[src/rtl/ckr_pkg.sv]
// ----------------------------------------------------------------------------
// ckr_pkg
// Shared types and constants of the chord keyboard remapper.
// ----------------------------------------------------------------------------
package ckr_pkg;

  localparam int CodeW  = 16;
  localparam int FlagsW = 3;
  localparam int ModeW  = 2;
  localparam int ActW   = 2;
  localparam int DirW   = 8;

  typedef logic [CodeW-1:0]  code_t;
  typedef logic [FlagsW-1:0] flags_t;
  typedef logic [ModeW-1:0]  mode_t;
  typedef logic [ActW-1:0]   act_t;
  typedef logic [DirW-1:0]   dir_t;

  // action codes
  localparam act_t ACT_PASS     = 2'd0;
  localparam act_t ACT_CONSUME  = 2'd1;
  localparam act_t ACT_PRESSREL = 2'd2;

  // key flag values, whole word compared
  localparam flags_t FLAG_MAKE  = 3'd0;
  localparam flags_t FLAG_BREAK = 3'd1;

  // row_mode codes
  localparam mode_t MODE_COMPAT = 2'd0;
  localparam mode_t MODE_BLOCK  = 2'd1;
  localparam mode_t MODE_REMAP  = 2'd2;

  // key ranges
  localparam code_t HOME_LO  = 16'h001E;
  localparam code_t HOME_HI  = 16'h0029;
  localparam code_t HOME_MID = 16'h0022;
  localparam code_t TOP_LO   = 16'h0010;
  localparam code_t TOP_HI   = 16'h001B;
  localparam code_t BOT_LO   = 16'h002B;
  localparam code_t BOT_HI   = 16'h0035;

  // row shifts
  localparam code_t SHIFT_UP   = 16'h000E;
  localparam code_t SHIFT_DOWN = 16'h000D;
  localparam code_t TOP_OFFSET = 16'h0009;

  typedef struct packed {
    act_t  action;
    code_t code;
  } result_t;

endpackage

[src/rtl/ckr_event_if.sv]
// ----------------------------------------------------------------------------
// ckr_event_if
// Key event channel: scan code and flags with valid/ready.
// ----------------------------------------------------------------------------
interface ckr_event_if;
  logic           valid;
  logic           ready;
  ckr_pkg::code_t  scan_code;
  ckr_pkg::flags_t key_flags;

  modport source (output valid, output scan_code, output key_flags, input ready);
  modport sink   (input valid, input scan_code, input key_flags, output ready);
endinterface

[src/rtl/ckr_result_if.sv]
// ----------------------------------------------------------------------------
// ckr_result_if
// Result channel: action and remapped code with valid/ready.
// ----------------------------------------------------------------------------
interface ckr_result_if;
  logic          valid;
  logic          ready;
  ckr_pkg::act_t  action;
  ckr_pkg::code_t out_code;

  modport source (output valid, output action, output out_code, input ready);
  modport sink   (input valid, input action, input out_code, output ready);
endinterface

[src/rtl/ckr_cfg_if.sv]
// ----------------------------------------------------------------------------
// ckr_cfg_if
// Configuration write channel carrying the row_mode register.
// ----------------------------------------------------------------------------
interface ckr_cfg_if;
  logic          valid;
  logic          ready;
  ckr_pkg::mode_t row_mode;

  modport source (output valid, output row_mode, input ready);
  modport sink   (input valid, input row_mode, output ready);
endinterface

[src/rtl/ckr_row.sv]
// ----------------------------------------------------------------------------
// ckr_row
// Top/bottom row handling: pass, consume or remap according to row_mode.
// ----------------------------------------------------------------------------
module ckr_row (
  input  ckr_pkg::mode_t   row_mode,
  input  ckr_pkg::code_t   code,
  output ckr_pkg::result_t res
);

  logic in_top;
  logic in_bot;

  assign in_top = (code >= ckr_pkg::TOP_LO) && (code <= ckr_pkg::TOP_HI);
  assign in_bot = (code >= ckr_pkg::BOT_LO) && (code <= ckr_pkg::BOT_HI);

  always_comb begin
    res.action = ckr_pkg::ACT_PASS;
    res.code   = code;
    if (in_top || in_bot) begin
      case (row_mode)
        ckr_pkg::MODE_BLOCK: begin
          res.action = ckr_pkg::ACT_CONSUME;
        end
        ckr_pkg::MODE_REMAP: begin
          if (in_top) begin
            res.code = code - ckr_pkg::TOP_OFFSET;
          end else begin
            case (code)
              16'h002B: res.code = 16'h002A;
              16'h002C: res.code = 16'h001D;
              16'h002D: res.code = 16'hE05B;
              16'h002E: res.code = 16'h0038;
              16'h0031: res.code = 16'hE038;
              16'h0032: res.code = 16'hE05C;
              16'h0033: res.code = 16'hE05D;
              16'h0034: res.code = 16'hE01D;
              16'h0035: res.code = 16'h0036;
              default:  res.action = ckr_pkg::ACT_CONSUME; // 0x2F, 0x30 unmapped
            endcase
          end
        end
        default: begin
          res.action = ckr_pkg::ACT_PASS;
        end
      endcase
    end
  end

endmodule

[src/rtl/ckr_chord.sv]
// ----------------------------------------------------------------------------
// ckr_chord
// Home-row chord tracker: direction counter, last flags, press-release emit.
// ----------------------------------------------------------------------------
module ckr_chord (
  input  logic             clk,
  input  logic             rst_n,
  input  logic             fire,
  input  ckr_pkg::code_t   code,
  input  ckr_pkg::flags_t  flags,
  output logic             is_home,
  output ckr_pkg::result_t res
);

  ckr_pkg::dir_t   dir_r, dir_nxt;
  ckr_pkg::flags_t prev_r, prev_nxt;
  logic            lower;
  logic            is_make;
  logic            is_break;
  logic            emit;

  assign is_home  = (code >= ckr_pkg::HOME_LO) && (code <= ckr_pkg::HOME_HI);
  assign lower    = (code <= ckr_pkg::HOME_MID);
  assign is_make  = (flags == ckr_pkg::FLAG_MAKE);
  assign is_break = (flags == ckr_pkg::FLAG_BREAK);
  assign emit     = is_break && (prev_r == ckr_pkg::FLAG_MAKE);

  always_comb begin
    dir_nxt = dir_r;
    if ((!lower && is_make) || (lower && is_break)) begin
      dir_nxt = dir_r + 8'd1;
    end else if ((lower && is_make) || (!lower && is_break)) begin
      dir_nxt = dir_r - 8'd1;
    end
    prev_nxt = flags;
  end

  // result uses the counter after this event's update
  always_comb begin
    res.action = ckr_pkg::ACT_CONSUME;
    res.code   = code;
    if (emit) begin
      res.action = ckr_pkg::ACT_PRESSREL;
      if (dir_nxt != '0) begin
        res.code = dir_nxt[ckr_pkg::DirW-1] ? code + ckr_pkg::SHIFT_DOWN
                                             : code - ckr_pkg::SHIFT_UP;
      end
    end
  end

  always_ff @(posedge clk) begin
    if (!rst_n) begin
      dir_r  <= '0;
      prev_r <= ckr_pkg::FLAG_BREAK;
    end else if (fire && is_home) begin
      dir_r  <= dir_nxt;
      prev_r <= prev_nxt;
    end
  end

`ifndef SYNTH
  a_hold_idle: assert property (@(posedge clk) disable iff (!rst_n)
    (rst_n && !(fire && is_home)) |=> ($stable(dir_r) && $stable(prev_r)))
    else $error("chord state changed without a home-row word");

  a_odd_flags: assert property (@(posedge clk) disable iff (!rst_n)
    (rst_n && fire && is_home && !is_make && !is_break) |=> $stable(dir_r))
    else $error("counter moved on a prefixed home-row word");

  a_emit_after_make: assert property (@(posedge clk) disable iff (!rst_n)
    (fire && is_home && (res.action == ckr_pkg::ACT_PRESSREL)) |->
    (prev_r == ckr_pkg::FLAG_MAKE))
    else $error("press-release emitted without a preceding make");
`endif

endmodule

[src/rtl/chord_keyboard_remapper.sv]
// ----------------------------------------------------------------------------
// chord_keyboard_remapper
// Chording keyboard filter: home-row chords and top/bottom row remap.
// ----------------------------------------------------------------------------
// One key event word is taken per clock while in_ready is high and gives
// exactly one result word. A word sits in the input register, where the
// home-row chord counter and last-flags state are updated and the result
// is formed, then moves to the result register, which drives out_valid;
// a new word is accepted every cycle while the output is being taken.
// A stalled output holds both stages; in_ready drops only when both are full.
// row_mode is written through the cfg channel (always ready); the user is to
// write it only while idle, which the block itself does not enforce.
module chord_keyboard_remapper (
  input  logic                clk,
  input  logic                rst_n,
  ckr_event_if.sink           in_ch,
  ckr_result_if.source        out_ch,
  ckr_cfg_if.sink             cfg_ch
);

  ckr_pkg::mode_t   mode_r;
  logic             s1_v_r, s1_v_nxt;
  ckr_pkg::code_t   s1_code_r;
  ckr_pkg::flags_t  s1_flags_r;
  logic             s2_v_r, s2_v_nxt;
  ckr_pkg::result_t s2_res_r;

  logic             in_fire;
  logic             s2_load;
  logic             s1_adv;
  logic             is_home;
  ckr_pkg::result_t chord_res;
  ckr_pkg::result_t row_res;
  ckr_pkg::result_t sel_res;

  assign s2_load     = !s2_v_r || out_ch.ready;
  assign s1_adv      = s1_v_r && s2_load;
  assign in_ch.ready = !s1_v_r || s2_load;
  assign in_fire     = in_ch.valid && in_ch.ready;

  assign cfg_ch.ready = 1'b1;

  ckr_chord u_chord (
    .clk     (clk),
    .rst_n   (rst_n),
    .fire    (s1_adv),
    .code    (s1_code_r),
    .flags   (s1_flags_r),
    .is_home (is_home),
    .res     (chord_res)
  );

  ckr_row u_row (
    .row_mode (mode_r),
    .code     (s1_code_r),
    .res      (row_res)
  );

  assign sel_res = is_home ? chord_res : row_res;

  always_comb begin
    s1_v_nxt = in_fire || (s1_v_r && !s2_load);
    s2_v_nxt = s1_adv || (s2_v_r && !out_ch.ready);
  end

  always_ff @(posedge clk) begin
    if (!rst_n) begin
      mode_r <= ckr_pkg::MODE_COMPAT;
      s1_v_r <= 1'b0;
      s2_v_r <= 1'b0;
    end else begin
      if (cfg_ch.valid) begin
        mode_r <= cfg_ch.row_mode;
      end
      s1_v_r <= s1_v_nxt;
      s2_v_r <= s2_v_nxt;
    end
  end

  always_ff @(posedge clk) begin
    if (in_fire) begin
      s1_code_r  <= in_ch.scan_code;
      s1_flags_r <= in_ch.key_flags;
    end
    if (s1_adv) begin
      s2_res_r <= sel_res;
    end
  end

  assign out_ch.valid    = s2_v_r;
  assign out_ch.action   = s2_res_r.action;
  assign out_ch.out_code = s2_res_r.code;

`ifndef SYNTH
  a_adv_lands: assert property (@(posedge clk) disable iff (!rst_n)
    (rst_n && s1_adv) |=> s2_v_r)
    else $error("word left stage 1 but result register is empty");

  a_s1_hold: assert property (@(posedge clk) disable iff (!rst_n)
    (rst_n && s1_v_r && !s2_load) |=>
    (s1_v_r && $stable(s1_code_r) && $stable(s1_flags_r)))
    else $error("stage 1 word lost during output stall");

  a_cfg_write: assert property (@(posedge clk) disable iff (!rst_n)
    (rst_n && cfg_ch.valid) |=> (mode_r == $past(cfg_ch.row_mode)))
    else $error("row_mode write not taken");
`endif

endmodule
[src/flat_wrapper.sv]
// flat-port wrapper written by rule: the top's interface ports become plain ports
module chord_keyboard_remapper_flat 
  (clk, rst_n, in_ch_valid, in_ch_scan_code, in_ch_key_flags, in_ch_ready, out_ch_valid, out_ch_action, out_ch_out_code, out_ch_ready, cfg_ch_valid, cfg_ch_row_mode, cfg_ch_ready);
  ckr_event_if in_ch_i ();
  ckr_result_if out_ch_i ();
  ckr_cfg_if cfg_ch_i ();
  input  logic clk;
  input  logic rst_n;
  input wire logic [$bits(in_ch_i.valid)-1:0] in_ch_valid;
  input wire logic [$bits(in_ch_i.scan_code)-1:0] in_ch_scan_code;
  input wire logic [$bits(in_ch_i.key_flags)-1:0] in_ch_key_flags;
  output wire logic [$bits(in_ch_i.ready)-1:0] in_ch_ready;
  output wire logic [$bits(out_ch_i.valid)-1:0] out_ch_valid;
  output wire logic [$bits(out_ch_i.action)-1:0] out_ch_action;
  output wire logic [$bits(out_ch_i.out_code)-1:0] out_ch_out_code;
  input wire logic [$bits(out_ch_i.ready)-1:0] out_ch_ready;
  input wire logic [$bits(cfg_ch_i.valid)-1:0] cfg_ch_valid;
  input wire logic [$bits(cfg_ch_i.row_mode)-1:0] cfg_ch_row_mode;
  output wire logic [$bits(cfg_ch_i.ready)-1:0] cfg_ch_ready;
  assign in_ch_i.valid = in_ch_valid;
  assign in_ch_i.scan_code = in_ch_scan_code;
  assign in_ch_i.key_flags = in_ch_key_flags;
  assign in_ch_ready = in_ch_i.ready;
  assign out_ch_valid = out_ch_i.valid;
  assign out_ch_action = out_ch_i.action;
  assign out_ch_out_code = out_ch_i.out_code;
  assign out_ch_i.ready = out_ch_ready;
  assign cfg_ch_i.valid = cfg_ch_valid;
  assign cfg_ch_i.row_mode = cfg_ch_row_mode;
  assign cfg_ch_ready = cfg_ch_i.ready;
  chord_keyboard_remapper u_core (.clk(clk), .rst_n(rst_n), .in_ch(in_ch_i), .out_ch(out_ch_i), .cfg_ch(cfg_ch_i));
endmodule
[config.mk]
export PLATFORM = sky130hd
export DESIGN_NAME = chord_keyboard_remapper_flat
export DESIGN_NICKNAME = d
export VERILOG_FILES = /design/src/rtl/ckr_pkg.sv /design/src/rtl/ckr_event_if.sv /design/src/rtl/ckr_result_if.sv /design/src/rtl/ckr_cfg_if.sv /design/src/rtl/ckr_row.sv /design/src/rtl/ckr_chord.sv /design/src/rtl/chord_keyboard_remapper.sv /design/src/flat_wrapper.sv
export SDC_FILE = /design/constraint.sdc
export NUM_CORES = 1
export LEC_CHECK = 0
export BUFFER_PORTS_ARGS = -buffer_cell sky130_fd_sc_hd__clkbuf_2
export CORE_ASPECT_RATIO = 1.5
export CORE_MARGIN = 2
export CORE_UTILIZATION = 42
export DETAILED_ROUTE_END_ITERATION = 7
export SYNTH_ARGS = -nofsm -noshare
export SYNTH_HDL_FRONTEND = slang
export SYNTH_SLANG_ARGS = --single-unit
[constraint.sdc]
create_clock -name clk -period 3.11 [get_ports clk]
set_input_delay 0.622 -clock clk [delete_from_list [all_inputs] [get_ports clk]]
set_output_delay 0.622 -clock clk [all_outputs]
set_load 0.005 [all_outputs]
Word level (Yosys, flattened, before mapping) --
Cells that the tools add are included.
Storage, ports and cells: logic and storage cells 75, bits in registers 52, output and inout port bits 21, bits of input ports 26
Operators by class: magnitude comparators 7, muxes and demuxes 13, reduce and logical (&&, ||, !) cells 29, eq/ne operators 12, add/sub/neg operators 5
Operator list (count):
- $eq A16 B6 Y1 const B | 9
- $pmux W16 S9 | 1
- $mux W16 | 4
- $mux W18 | 3
- $le A16 B6 Y1 const B | 3
- $ge A16 B5 Y1 const B | 2
- $sub A16 B4 Y16 const B | 2
- $add A16 B4 Y16 const B | 1
- $ge A16 B6 Y1 const B | 1
- $le A16 B5 Y1 const B | 1
- $mux W8 | 2
- $logic_and A1 B1 Y1 | 13
- $reduce_or A9 Y1 | 1
- $add A8 B1 Y8 const B | 1
- $reduce_bool A8 Y1 | 1
- $sub A8 B1 Y8 const B | 1
- $logic_or A1 B1 Y1 | 7
- $logic_not A3 Y1 | 2
- $logic_not A1 Y1 | 5
- $pmux W2 S2 | 1
- $eq A3 B1 Y1 const B | 1
- $eq A2 B1 Y1 const B | 1
- $eq A2 B2 Y1 const B | 1
- $mux W1 | 2

Longest topological paths before layout --
word-level depth 10, gate-level depth with buffers 13, gate-level depth less buffers 11

Hierarchy --
Synthesis repeated with hierarchy kept, for this count alone.
Unflattened totals: cell total of the unflattened synthesis 431, area, all modules 4162.7 um^2
Modules (own cells, without submodules):
- ckr_chord | sequential area each 220.2 um^2, cells each 246, area each 1873.0 um^2, instances 1
- chord_keyboard_remapper | sequential area each 1191.1 um^2, cells each 74, area each 1550.2 um^2, instances 1
- ckr_row | sequential area each 0.0 um^2, cells each 111, area each 739.5 um^2, instances 1

Least setup slack after synthesis --
OpenSTA, ideal clock, no wires.
path kind reg2reg, from register u_core.s1_code_r[2], to register u_core.s2_res_r, in the netlist u_core.out_ch.out_code[1], data pin, data required time 2.842 ns, data arrival time 3.132 ns, setup time 0.268 ns, stages on the path, launching flop included 14, setup slack -0.290 ns, path buffers 3, cells stage by stage edfxtp_1 > buf_1 > clkbuf_1 > inv_1 > ha_1 > a31oi_1 > or3_1 > buf_6 > nand2_1 > mux2_2 > xor2_1 > and4_4 > a2111oi_0 > o31ai_2
RTL lines:
- start: declaration | line chord_keyboard_remapper.sv:23 | ckr_pkg::code_t s1_code_r;
- start signal: assignment | line chord_keyboard_remapper.sv:82 | s1_code_r <= in_ch.scan_code;
- end signal: assignment | line chord_keyboard_remapper.sv:86 | s2_res_r <= sel_res;
- end: declaration | line chord_keyboard_remapper.sv:26 | ckr_pkg::result_t s2_res_r;

==> flow_summary.ini <==
[detailed_routing]
vias_per_cell = 5.54
firstDrtPassIters = 6
wl_met2_mm = 4.17
drt-initial-drc-count = 161
met3_length_um = 291
vias = 2654
highest_layer = met4
wl_mm = 7.62
drc_errors = 0
drt-met1-wl_mm = 2.87
detail-route-antenna-nets = 0
wire_per_inst_um = 15.9

[die]
std_cell_rows = 39
die_y_um = 111
start_util = 0.428
fp.coreArea_um2 = 7510
die_w_um = 75.4
top_level_ports = 47
die_area_um2 = 8380

[synthesis]
yosysSeqAreaShare = 0.439
avgSynthCellArea_um2 = 9.98
synthCells = 322
synth_ff_type = edfxtp_1
syn-num-nets = 361
syn-cell-area_um2 = 3210
ys_types = 66
synth-edff-count = 37
ys_ff_latch = 52
ys_warn_count = 0
synthArstFlopShare = 0

[finish]
antenna_cells = 0
fill_cells = 709
fin_nets = 415
final_cell_mix = clkbuf_2 (45), edfxtp_1 (37), nand2_1 (22), buf_4 (22), o21ai_0 (18)
drive_gt1_frac = 0.263
layout_commonest_cell = clkbuf_2
final_cells = 479
syn2layout_area_growth_pct = 20.4

[timing]
setup_viol = 0
maxSlewViolCount = 0
grt_setup_unrepaired = true
finalHoldViolCount = 0
fmax_ghz = 0.333
period_needed_ns = 3.00
final.period_utilization = 0.965
skew_ns = 0.0103

[global_route]
grt_usage = 0.189
grt_pass1_wl_mm = 12.1
antenna_found_initial = 0
grt_start_max_net_pins = 21
grt_pass1_vias = 2535
gr-total-overflow = 0

[setup_path]
r2r_slack_ns = 0.11
crit_chain = nor4_4 > nand3_2 > or3_4 > nand2_1 > mux2_2 > xor2_1 > and4_4 > or3_1 > o311ai_2
worst_path_largest_cell_delay_ns = 0.45
r2r_start = u_core.s1_code_r[9]
end_kind = flop
crit_type = flop to flop
cp_max_fo = 10
cp-start-kind = flop
required_ns = 3.22
r2r-end = u_core.out_ch.out_code[4]
reg2regPathDepth = 9
crit_slowest_cell = edfxtp_1
worstPathArrival_ns = 3.11

[min_path]
whs_path_depth = 0
hold_path_class = flop to flop
min_to = u_core.out_ch.out_code[12]
hp-start = u_core.s1_code_r[12]

[pwr]
power_mw = 1.61
leakage_nw = 1.48
vdd_ir_drop_max_uv = 637
powerDensity_nw_per_um2 = 417

[clock_tree]
clk_latency_ns = 0.30
path_clk_slew_ns = 0.07
clock-sinks = 52
clk_path_buf_depth = 2
htree_levels = 2
cts-root-buf = clkbuf_16
cts_tree = yes
cts_buffers = 5
cts_hold_buf = 0

[place]
port_buffers = 45
dpl.cell_count = 470
place.gp.congestion = 0.972
hpwlAfterDp_mm = 5.83

[flow_run]
cap_violations = 0

[outcome]
outcome = completed
## through the flow
stage	util	setup WS (ns)	hold slack, ns	area, um2	TNS, ns
2_1_floorplan	-	0.00459	0.443	3230	0
6_report	0.515	0.108	0.477	3870	0
3_5_place_dp	0.486	-0.0183	0.455	3650	-0.0183
3_3_place_gp	0.486	0.0952	0.452	3650	0
5_1_grt	0.515	-0.0319	0.488	3870	-0.0899
4_1_cts	0.509	0.0746	0.472	3830	0
## how the worst max path moves through the flow
stage / from / to / slack, ns
2_1_floorplan: u_core.s1_code_r[2] / u_core.out_ch.out_code[3] / 0.005
3_3_place_gp: u_core.s1_code_r[15] / u_core.out_ch.out_code[4] / 0.1
3_5_place_dp: u_core.s1_code_r[10] / u_core.out_ch.out_code[4] / -0.02
4_1_cts: u_core.s1_code_r[10] / u_core.out_ch.out_code[4] / 0.07
5_1_grt: u_core.s1_code_r[9] / u_core.out_ch.out_code[4] / -0.03
6_report: u_core.s1_code_r[9] / u_core.out_ch.out_code[4] / 0.11
## synthesized netlist by cell type, types with 2 or more instances
cell | instances | area, um2
o311ai_1 | 2 | 17.5
and2_1 | 7 | 43.8
inv_1 | 14 | 52.6
buf_1 | 2 | 7.51
o21a_1 | 2 | 15.0
nor2_1 | 17 | 63.8
nand2b_1 | 7 | 43.8
xnor2_1 | 6 | 52.6
nor3_1 | 4 | 20.0
or3_1 | 7 | 43.8
nand3b_1 | 2 | 15.0
a21o_1 | 3 | 22.5
nand3_1 | 11 | 55.1
o21ai_0 | 18 | 90.1
and4_1 | 2 | 17.5
nor4_2 | 2 | 25.0
o211ai_1 | 2 | 15.0
o21ai_1 | 2 | 10.0
and3_1 | 6 | 37.5
mux2_2 | 3 | 33.8
mux2i_1 | 12 | 120
o22ai_1 | 2 | 12.5
a21boi_0 | 5 | 37.5
o311ai_0 | 3 | 26.3
ha_1 | 13 | 163
dfxtp_1 | 15 | 300
nor4_1 | 3 | 18.8
edfxtp_1 | 37 | 1110
and4_4 | 2 | 22.5
clkbuf_1 | 15 | 56.3
nand4_1 | 7 | 43.8
xor2_1 | 3 | 26.3
nor2b_1 | 12 | 75.1
nand2_1 | 22 | 82.6
a31oi_1 | 6 | 37.5
a21oi_1 | 16 | 80.1
## sequential cells by signal (all words and copies together), names as in the netlist
name	count
u_core.s1_v_r	1
u_core.out_ch.action	2
u_core.out_ch.out_code	16
u_core.u_chord.prev_r	3
u_core.s1_flags_r	3
u_core.u_chord.dir_r	8
u_core.mode_r	2
u_core.s1_code_r	16
u_core.out_ch.valid	1
## layer usage
layer,up-vias,global-route usage
met4,0,0.0901
li1,1302,-
met2,83,0.341
met5,-,0
met1,1248,0.202
met3,21,0.0291
## logic make-up after synthesis
group / Yosys count / synth area share
mux: 16 / 0.0514
xor+xnor: 11 / 0.0401
other cells: 1 / 0.00117
fa+ha+maj: 13 / 0.0506
flops: 52 / 0.439
simple gates: 117 / 0.205
buf+inv: 35 / 0.0448
compound gates: 77 / 0.168
## critical path, delay by kind of cell (launching register included)
family,cells,cell delay [ns]
multiplexers,1,0.37
AO/OA/AOI/OAI,1,0.25
flip-flops,1,0.45
AND/OR/NAND/NOR,6,1.58
XOR/XNOR,1,0.17
## report_power, final
group / internal (mW) / switching [mW] / total (mW)
Clock: 0.384 / 0.251 / 0.635
Sequential: 0.774 / 0.0196 / 0.794
Combinational: 0.0812 / 0.104 / 0.186
Total: 1.24 / 0.375 / 1.61
## layout make-up
cell class                 instances  area, um2  area share
timing repair buffer              67        390       0.101
sequential                        52       1410       0.365
inverter                          15       56.3      0.0145
multi-input combinational        235       1710       0.443
clock inverter                     3       46.3      0.0120
tap                              102        128      0.0330
clock buffer                       5        125      0.0323
## repair_timing
action                                  4_1_cts  5_1_grt
gates resized for setup                       1        7
pin swaps                                     0        6
endpoints found under the setup margin        2        6
setup buffers                                 0        1
Note: power is estimated with default switching activity, not from simulation.
